## src/rtl/pol_pkg.sv

```systemverilog
// shared types and constants for the positional ordered list core
// no dependencies; imported by every module of the block
package pol_pkg;

  // list geometry
  localparam int CAPACITY = 16;
  localparam int IDX_W    = $clog2(CAPACITY);
  localparam int CNT_W    = $clog2(CAPACITY + 1);
  localparam int POS_W    = 5;
  localparam int VAL_W    = 32;
  localparam int CNT_OUT_W = 5;
  localparam int CMP_W    = ((CNT_W > POS_W) ? CNT_W : POS_W) + 1;

  // stream widths
  localparam int IN_TDATA_W  = 40;
  localparam int OUT_TDATA_W = 40;
  localparam int CMD_W       = 3;
  localparam int STATUS_W    = 2;

  // command codes
  typedef enum logic [CMD_W-1:0] {
    CMD_READ    = 3'd0,
    CMD_INSERT  = 3'd1,
    CMD_DEL_FST = 3'd2,
    CMD_DEL_LST = 3'd3,
    CMD_DEL_POS = 3'd4
  } cmd_t;

  // result status codes
  typedef enum logic [STATUS_W-1:0] {
    ST_OK     = 2'd0,
    ST_BADPOS = 2'd1,
    ST_EMPTY  = 2'd2,
    ST_FULL   = 2'd3
  } status_t;

  // controller to datapath commands
  typedef struct packed {
    logic accept;  // input transfer happens this cycle
    logic step;    // emit next element of a read out
  } ctrl_cmd_t;

  // datapath to controller status
  typedef struct packed {
    logic out_free;  // output register can take a new result
    logic multi;     // offered item is a read out of more than one element
    logic at_last;   // read out index sits on the final element
  } dp_sts_t;

endpackage

```

## src/rtl/pol_ctrl.sv

```systemverilog
// controller state machine for the positional ordered list core
// depends on pol_pkg for the command and status structs
module pol_ctrl (
  input  logic               clk,
  input  logic               rst_n,
  input  logic               in_tvalid,
  output logic               in_tready,
  input  pol_pkg::dp_sts_t   dp_sts,
  output pol_pkg::ctrl_cmd_t ctrl_cmd
);
  import pol_pkg::*;

  typedef enum logic [1:0] {
    S_IDLE = 2'b01,
    S_READ = 2'b10
  } state_t;

  state_t state_r, state_nxt;

  // handshake and commands
  assign in_tready       = (state_r == S_IDLE) && dp_sts.out_free;
  assign ctrl_cmd.accept = in_tvalid && in_tready;
  assign ctrl_cmd.step   = (state_r == S_READ) && dp_sts.out_free;

  // next state
  always_comb begin
    state_nxt = state_r;
    case (state_r)
      S_IDLE: begin
        if (ctrl_cmd.accept && dp_sts.multi) state_nxt = S_READ;
      end
      S_READ: begin
        if (ctrl_cmd.step && dp_sts.at_last) state_nxt = S_IDLE;
      end
      default: state_nxt = S_IDLE;
    endcase
  end

  // state register
  always_ff @(posedge clk) begin
    if (!rst_n) begin
      state_r <= S_IDLE;
    end else begin
      state_r <= state_nxt;
    end
  end

endmodule

```

## src/rtl/pol_dp.sv

```systemverilog
// datapath for the positional ordered list core: element cells, count,
// read out index and output register; depends on pol_pkg
module pol_dp (
  input  logic                           clk,
  input  logic                           rst_n,
  input  logic [pol_pkg::CMD_W-1:0]      in_tuser,
  input  logic [pol_pkg::IN_TDATA_W-1:0] in_tdata,
  output logic                           out_tvalid,
  input  logic                           out_tready,
  output logic [pol_pkg::OUT_TDATA_W-1:0] out_tdata,
  output logic [pol_pkg::STATUS_W-1:0]   out_tuser,
  output logic                           out_tlast,
  input  pol_pkg::ctrl_cmd_t             ctrl_cmd,
  output pol_pkg::dp_sts_t               dp_sts
);
  import pol_pkg::*;

  logic signed [VAL_W-1:0] cells_r [CAPACITY];
  logic signed [VAL_W-1:0] cells_nxt [CAPACITY];
  logic [CNT_W-1:0]        count_r, count_nxt;
  logic [IDX_W-1:0]        idx_r, idx_nxt;

  logic                    out_vld_r, out_vld_nxt;
  logic signed [VAL_W-1:0] out_data_r, out_data_nxt;
  status_t                 out_st_r, out_st_nxt;
  logic [CNT_OUT_W-1:0]    out_cnt_r, out_cnt_nxt;
  logic                    out_last_r, out_last_nxt;

  cmd_t                    cmd;
  logic [POS_W-1:0]        pos;
  logic signed [VAL_W-1:0] val;
  logic [CMP_W-1:0]        pos_c, cnt_c;
  logic                    empty, full;

  // input unpacking
  assign cmd   = cmd_t'(in_tuser);
  assign pos   = in_tdata[POS_W-1:0];
  assign val   = in_tdata[POS_W +: VAL_W];
  assign pos_c = CMP_W'(pos);
  assign cnt_c = CMP_W'(count_r);
  assign empty = (count_r == '0);
  assign full  = (count_r == CNT_W'(CAPACITY));

  // status to controller
  assign dp_sts.out_free = !out_vld_r || out_tready;
  assign dp_sts.multi    = (cmd == CMD_READ) && (count_r > CNT_W'(1));
  assign dp_sts.at_last  = (CNT_W'(idx_r) == count_r - CNT_W'(1));

  // command execution: parallel shift of all cells and result selection
  always_comb begin
    logic             do_ins;
    logic             do_del;
    logic [IDX_W-1:0] k;
    status_t          st;

    do_ins       = 1'b0;
    do_del       = 1'b0;
    k            = '0;
    st           = ST_OK;
    count_nxt    = count_r;
    idx_nxt      = idx_r;
    out_data_nxt = out_data_r;
    out_st_nxt   = out_st_r;
    out_last_nxt = out_last_r;
    out_vld_nxt  = out_vld_r && !out_tready;

    // check and decode the accepted command
    if (ctrl_cmd.accept) begin
      case (cmd)
        CMD_INSERT: begin
          if (pos == '0 || pos_c > cnt_c + CMP_W'(1)) begin
            st = ST_BADPOS;
          end else if (full) begin
            st = ST_FULL;
          end else begin
            do_ins = 1'b1;
            k      = IDX_W'(pos - POS_W'(1));
          end
        end
        CMD_DEL_FST: begin
          if (empty) begin
            st = ST_EMPTY;
          end else begin
            do_del = 1'b1;
            k      = '0;
          end
        end
        CMD_DEL_LST: begin
          if (empty) begin
            st = ST_EMPTY;
          end else begin
            do_del = 1'b1;
            k      = IDX_W'(count_r - CNT_W'(1));
          end
        end
        CMD_DEL_POS: begin
          if (empty) begin
            st = ST_EMPTY;
          end else if (pos == '0 || pos_c > cnt_c) begin
            st = ST_BADPOS;
          end else begin
            do_del = 1'b1;
            k      = IDX_W'(pos - POS_W'(1));
          end
        end
        default: st = ST_OK;
      endcase
    end

    // cell moves, each cell looks only at its neighbours
    for (int i = 0; i < CAPACITY; i++) begin
      cells_nxt[i] = cells_r[i];
      if (do_ins) begin
        if (IDX_W'(i) == k) begin
          cells_nxt[i] = val;
        end else if (i > 0 && IDX_W'(i) > k) begin
          cells_nxt[i] = cells_r[(i > 0) ? i - 1 : 0];
        end
      end else if (do_del) begin
        if (i < CAPACITY - 1 && IDX_W'(i) >= k) begin
          cells_nxt[i] = cells_r[(i < CAPACITY - 1) ? i + 1 : i];
        end
      end
    end

    if (do_ins) count_nxt = count_r + CNT_W'(1);
    if (do_del) count_nxt = count_r - CNT_W'(1);

    // result for an accepted item
    if (ctrl_cmd.accept) begin
      out_vld_nxt = 1'b1;
      if (cmd == CMD_READ) begin
        idx_nxt = IDX_W'(1);
        if (empty) begin
          out_data_nxt = '0;
          out_st_nxt   = ST_EMPTY;
          out_last_nxt = 1'b1;
        end else begin
          out_data_nxt = cells_r[0];
          out_st_nxt   = ST_OK;
          out_last_nxt = (count_r == CNT_W'(1));
        end
      end else begin
        out_data_nxt = '0;
        out_st_nxt   = st;
        out_last_nxt = 1'b1;
      end
    end else if (ctrl_cmd.step) begin
      // further read out elements
      out_vld_nxt  = 1'b1;
      out_data_nxt = cells_r[idx_r];
      out_st_nxt   = ST_OK;
      out_last_nxt = dp_sts.at_last;
      idx_nxt      = idx_r + IDX_W'(1);
    end

    out_cnt_nxt = CNT_OUT_W'(count_nxt);
  end

  // control registers
  always_ff @(posedge clk) begin
    if (!rst_n) begin
      count_r   <= '0;
      out_vld_r <= 1'b0;
    end else begin
      count_r   <= count_nxt;
      out_vld_r <= out_vld_nxt;
    end
  end

  // payload registers
  always_ff @(posedge clk) begin
    for (int i = 0; i < CAPACITY; i++) begin
      cells_r[i] <= cells_nxt[i];
    end
    idx_r      <= idx_nxt;
    out_data_r <= out_data_nxt;
    out_st_r   <= out_st_nxt;
    out_last_r <= out_last_nxt;
    if (ctrl_cmd.accept || ctrl_cmd.step) out_cnt_r <= out_cnt_nxt;
  end

  // output packing
  assign out_tvalid = out_vld_r;
  assign out_tdata  = {{(OUT_TDATA_W - VAL_W - CNT_OUT_W){1'b0}}, out_cnt_r, out_data_r};
  assign out_tuser  = out_st_r;
  assign out_tlast  = out_last_r;

endmodule

```

## src/rtl/positional_ordered_list_core.sv

```systemverilog
// positional ordered list core: insert, delete and ordered read out
// each result is registered and offered in the cycle after its input transfer
// throughput: one insert or delete per cycle while the result side takes each result;
//   a read out emits its elements one by one (one output register, input held off meanwhile)
// reset: synchronous active-low rst_n empties the list and clears the output
// depends on pol_pkg, pol_ctrl and pol_dp
module positional_ordered_list_core (
  input  logic                            clk,
  input  logic                            rst_n,
  input  logic                            in_tvalid,
  output logic                            in_tready,
  input  logic [pol_pkg::IN_TDATA_W-1:0]  in_tdata,   // position[4:0], value[36:5]
  input  logic [pol_pkg::CMD_W-1:0]       in_tuser,   // cmd[2:0]
  output logic                            out_tvalid,
  input  logic                            out_tready,
  output logic [pol_pkg::OUT_TDATA_W-1:0] out_tdata,  // data[31:0], element_count[36:32]
  output logic [pol_pkg::STATUS_W-1:0]    out_tuser,  // status[1:0]
  output logic                            out_tlast   // last
);
  import pol_pkg::*;

  ctrl_cmd_t ctrl_cmd;
  dp_sts_t   dp_sts;

  // sequencing
  pol_ctrl u_ctrl (
    .clk       (clk),
    .rst_n     (rst_n),
    .in_tvalid (in_tvalid),
    .in_tready (in_tready),
    .dp_sts    (dp_sts),
    .ctrl_cmd  (ctrl_cmd)
  );

  // list storage and results
  pol_dp u_dp (
    .clk        (clk),
    .rst_n      (rst_n),
    .in_tuser   (in_tuser),
    .in_tdata   (in_tdata),
    .out_tvalid (out_tvalid),
    .out_tready (out_tready),
    .out_tdata  (out_tdata),
    .out_tuser  (out_tuser),
    .out_tlast  (out_tlast),
    .ctrl_cmd   (ctrl_cmd),
    .dp_sts     (dp_sts)
  );

endmodule

```

## config.mk

```make
export PLATFORM = sky130hd
export DESIGN_NAME = positional_ordered_list_core
export DESIGN_NICKNAME = d
export VERILOG_FILES = /design/src/rtl/pol_pkg.sv /design/src/rtl/pol_ctrl.sv /design/src/rtl/pol_dp.sv /design/src/rtl/positional_ordered_list_core.sv
export SDC_FILE = /design/constraint.sdc
export NUM_CORES = 1
export LEC_CHECK = 0
export ABC_CLOCK_PERIOD_IN_PS = 8100
export BUFFER_PORTS_ARGS = -buffer_cell sky130_fd_sc_hd__buf_2
export CAP_MARGIN = 20
export CORE_ASPECT_RATIO = 1.5
export CORE_MARGIN = 3
export CORE_UTILIZATION = 45
export CTS_BUF_LIST = sky130_fd_sc_hd__clkbuf_8
export CTS_CLUSTER_DIAMETER = 100
export DETAILED_ROUTE_END_ITERATION = 8
export PLACE_DENSITY = 0.68
export SLEW_MARGIN = 10
export SYNTH_ARGS = -nofsm -noshare
export SYNTH_HDL_FRONTEND = slang
export SYNTH_SLANG_ARGS = --single-unit
```

## constraint.sdc

```tcl
create_clock -name clk -period 8.1 [get_ports clk]
set_clock_uncertainty 0.15 [all_clocks]
set_input_delay 1.215 -clock clk [delete_from_list [all_inputs] [get_ports clk]]
set_output_delay 1.215 -clock clk [all_outputs]
set_load 0.02 [all_outputs]
```

==> impl_metrics.tcl <==
set metrics [dict create \
    vias 25900 \
    ios 92 \
    max_freq_mhz 166 \
    synth_warnings 0 \
    synth_top_area_frac 0.518 \
    synth.yosys.seq_area_share 0.525 \
    grt_max_degree 238 \
    fin_crit_ps 6040 \
    area_growth_pct 8.34 \
    overflow 0 \
    path_clk_slew_ps 60 \
    end_kind "flop" \
    nFillCells 6247 \
    core-area_um2 70600 \
    wl_per_cell_um 27.7 \
    cts_sinks 568 \
    drt-total-wl_um 108000 \
    finalSetupViolations 0 \
    drc 0 \
    arrival_ps 6270 \
    setup_tns_ps 0 \
    cts_buffer_depth 3 \
    grt_pass1_vias 25600 \
    synth_async_sr_flop_share 0 \
    antenna_found_initial 8 \
    synth_seq_cells 568 \
    place_ws_ps 1950 \
    holdWs_ps 417 \
    die_w_um 225 \
    post-route-cell-area_um2 34900 \
    dieArea_um2 75000 \
    placed_area_um2 33500 \
    hold_class "reg2reg" \
    cts_setup_buffers 0 \
    row_count 119 \
    synth-edff-count 556 \
    gp_congestion 0.862 \
    synth.area.top_cells "edfxtp_1 (52%), mux4_2 (11%), nand2_1 (8.3%), a31oi_1 (4.3%), mux2i_1 (4.0%)" \
    worst_slew_pin_slew_ps 1270 \
    cts_tree "yes" \
    total_power_w 0.00587 \
    firstDrtPassIters 8 \
    ys_types 67 \
    path_class "reg2reg" \
    cts_hold_buf 0 \
    floorplan.initialDensity 0.457 \
    outcome "finished clean" \
    synth_top_area_cell "edfxtp_1" \
    cts_buffers 86 \
    synth_ff_type "edfxtp_1" \
    synth_cells 2957 \
    critical_path.max_fanout 76 \
    clk_latency_ps 690 \
    p_leak_nw 11.8 \
    fin_crit_sh 0.745 \
    place_hpwl_um 61300 \
    syn-mean-instance-area_um2 10.9 \
    grt_pass1_wl_um 159000 \
    powerDensity_nw_per_um2 168 \
    setup_slack_ps 2060 \
    drv_slew 0 \
    ctsResizeCount 0 \
    syn-cell-area_um2 32300 \
    multi_input_area_um2 14300 \
    ir_drop_uv 113 \
    required_ps 8330 \
    antenna_left 0 \
    h-tree-depth 3 \
    critPathLaunchType "flop" \
    regArea_um2 16900 \
    drtIter0Drc 3887 \
    drv_cap 0 \
    finalHoldViolations 0 \
    grt_use_total 0.281 \
    fin_nets 2981 \
    vias_per_cell 6.66 \
    numPortBuffers 85 \
    root_buffer "clkbuf_8" \
    maxSlewHeadroom 0.153 \
    die_height_um 334 \
    drive_gt1_frac 0.166 \
    rsz0062_at_grt "no" \
]
-- synthesized netlist by cell type (4+ instances only) --
library cell,n
nor2_1,298
nor2b_1,5
xor2_1,5
buf_4,13
ha_1,15
mux4_2,160
o21ai_1,63
nand2_1,716
nand3_1,83
dfxtp_1,12
nor4_2,4
buf_1,17
xnor2_1,11
nand4_1,9
mux2_2,24
clkbuf_1,214
and2_1,7
mux2_1,8
buf_2,33
a31oi_1,220
a22o_1,35
a21oi_1,78
inv_1,13
o211ai_1,138
nor3_1,9
mux2i_1,128
o21ai_0,13
or3_1,8
nand2b_1,4
edfxtp_1,556
-- worst paths after layout --
check | start | end | slack [ps] | cells past startpoint
max | u_dp.count_r[0] | u_dp.cells_r[11][9] | 2060 | 13
min | u_ctrl.state_r[1] | u_dp.out_tvalid | 420 | 2
max reg2reg | u_dp.count_r[0] | u_dp.cells_r[11][9] | 2060 | 13
min reg2reg | u_ctrl.state_r[1] | u_dp.out_tvalid | 420 | 2
-- layout by cell type (no fill, tap or decap), types with 5 or more instances in the layout --
master	instances
mux2_2	24
nor3_1	6
buf_12	5
clkinv_2	10
mux2_1	8
a21oi_1	75
and2_1	7
o211ai_1	138
mux2i_1	128
a22o_1	35
a31oi_1	217
dfxtp_1	8
nor2_1	295
o21ai_1	63
o21ai_0	10
buf_2	85
nand3_1	83
nand4_1	9
buf_4	61
clkinv_1	17
nand2_1	712
xnor2_1	11
inv_1	39
edfxtp_1	556
ha_1	15
xor2_1	5
nor2b_1	5
mux4_2	160
nor4_4	6
clkbuf_8	87
-- routing by layer --
metal / part of all wire / wire length [um] / vias up / GRT usage
met4: 0.071 / 7630 / 6 / 0.176
met5: 0.00043 / 46 / - / 0
met1: 0.34 / 36700 / 12700 / 0.330
li1: - / - / 11000 / -
met3: 0.10 / 10900 / 475 / 0.0592
met2: 0.49 / 52300 / 1753 / 0.470
-- sequential cells by signal, summed over array words and instances, names as in the netlist, named ones only --
register / cells
u_dp.cells_r: 512
u_dp.out_data_r: 32
u_dp.count_r: 5
u_dp.out_cnt_r: 5
u_dp.idx_r: 4
u_ctrl.state_r: 2
u_dp.out_tuser: 2
u_dp.out_tlast: 1
u_dp.out_tvalid: 1
-- cell type report --
type | count | share of cell area
multi-input cells | 2097 | 0.410
clock buffers | 87 | 0.0343
inverters | 14 | 0.00172
clock inverters | 59 | 0.00734
flip-flops and latches | 568 | 0.485
repair buffers | 152 | 0.0289
well taps | 907 | 0.0325
diodes | 3 | 0.000215
-- metrics by stage --
| step | cells | util |
|---|---|---|
| floorplan | 2959 | - |
| detailed placement | 3737 | 0.474 |
| finish | 3887 | 0.495 |
| CTS | 3883 | 0.495 |
| global route | 3885 | 0.495 |
| global placement | 3736 | 0.474 |
-- cells by family after synthesis --
family / synth area share
AO/OA/AOI/OAI: 0.116
XOR/XNOR: 0.00434
adder cells (fa/ha/maj): 0.00582
buffers and inverters: 0.0377
flip-flops: 0.525
multiplexers: 0.163
other: 0.000116
AND/OR/NAND/NOR: 0.148
-- power by group --
part,leakage [nW],switching [W],internal [W]
registers,5.15,0.0000363,0.00326
logic,5.81,0.000251,0.000136
clock network,0.842,0.00119,0.000996
-- worst max-delay path, stage by stage, from the launching register on --
cell      delay (ps)
dfxtp_1          560
ha_1             280
nand3_1          110
xnor2_1          180
ha_1             320
nand3_1          100
o21bai_1         170
a31oi_1          680
or3_4            300
buf_4            730
nor2_1           140
o22ai_2          850
nand2_2          640
buf_4            470
Note: power is estimated with default switching activity, not from simulation.
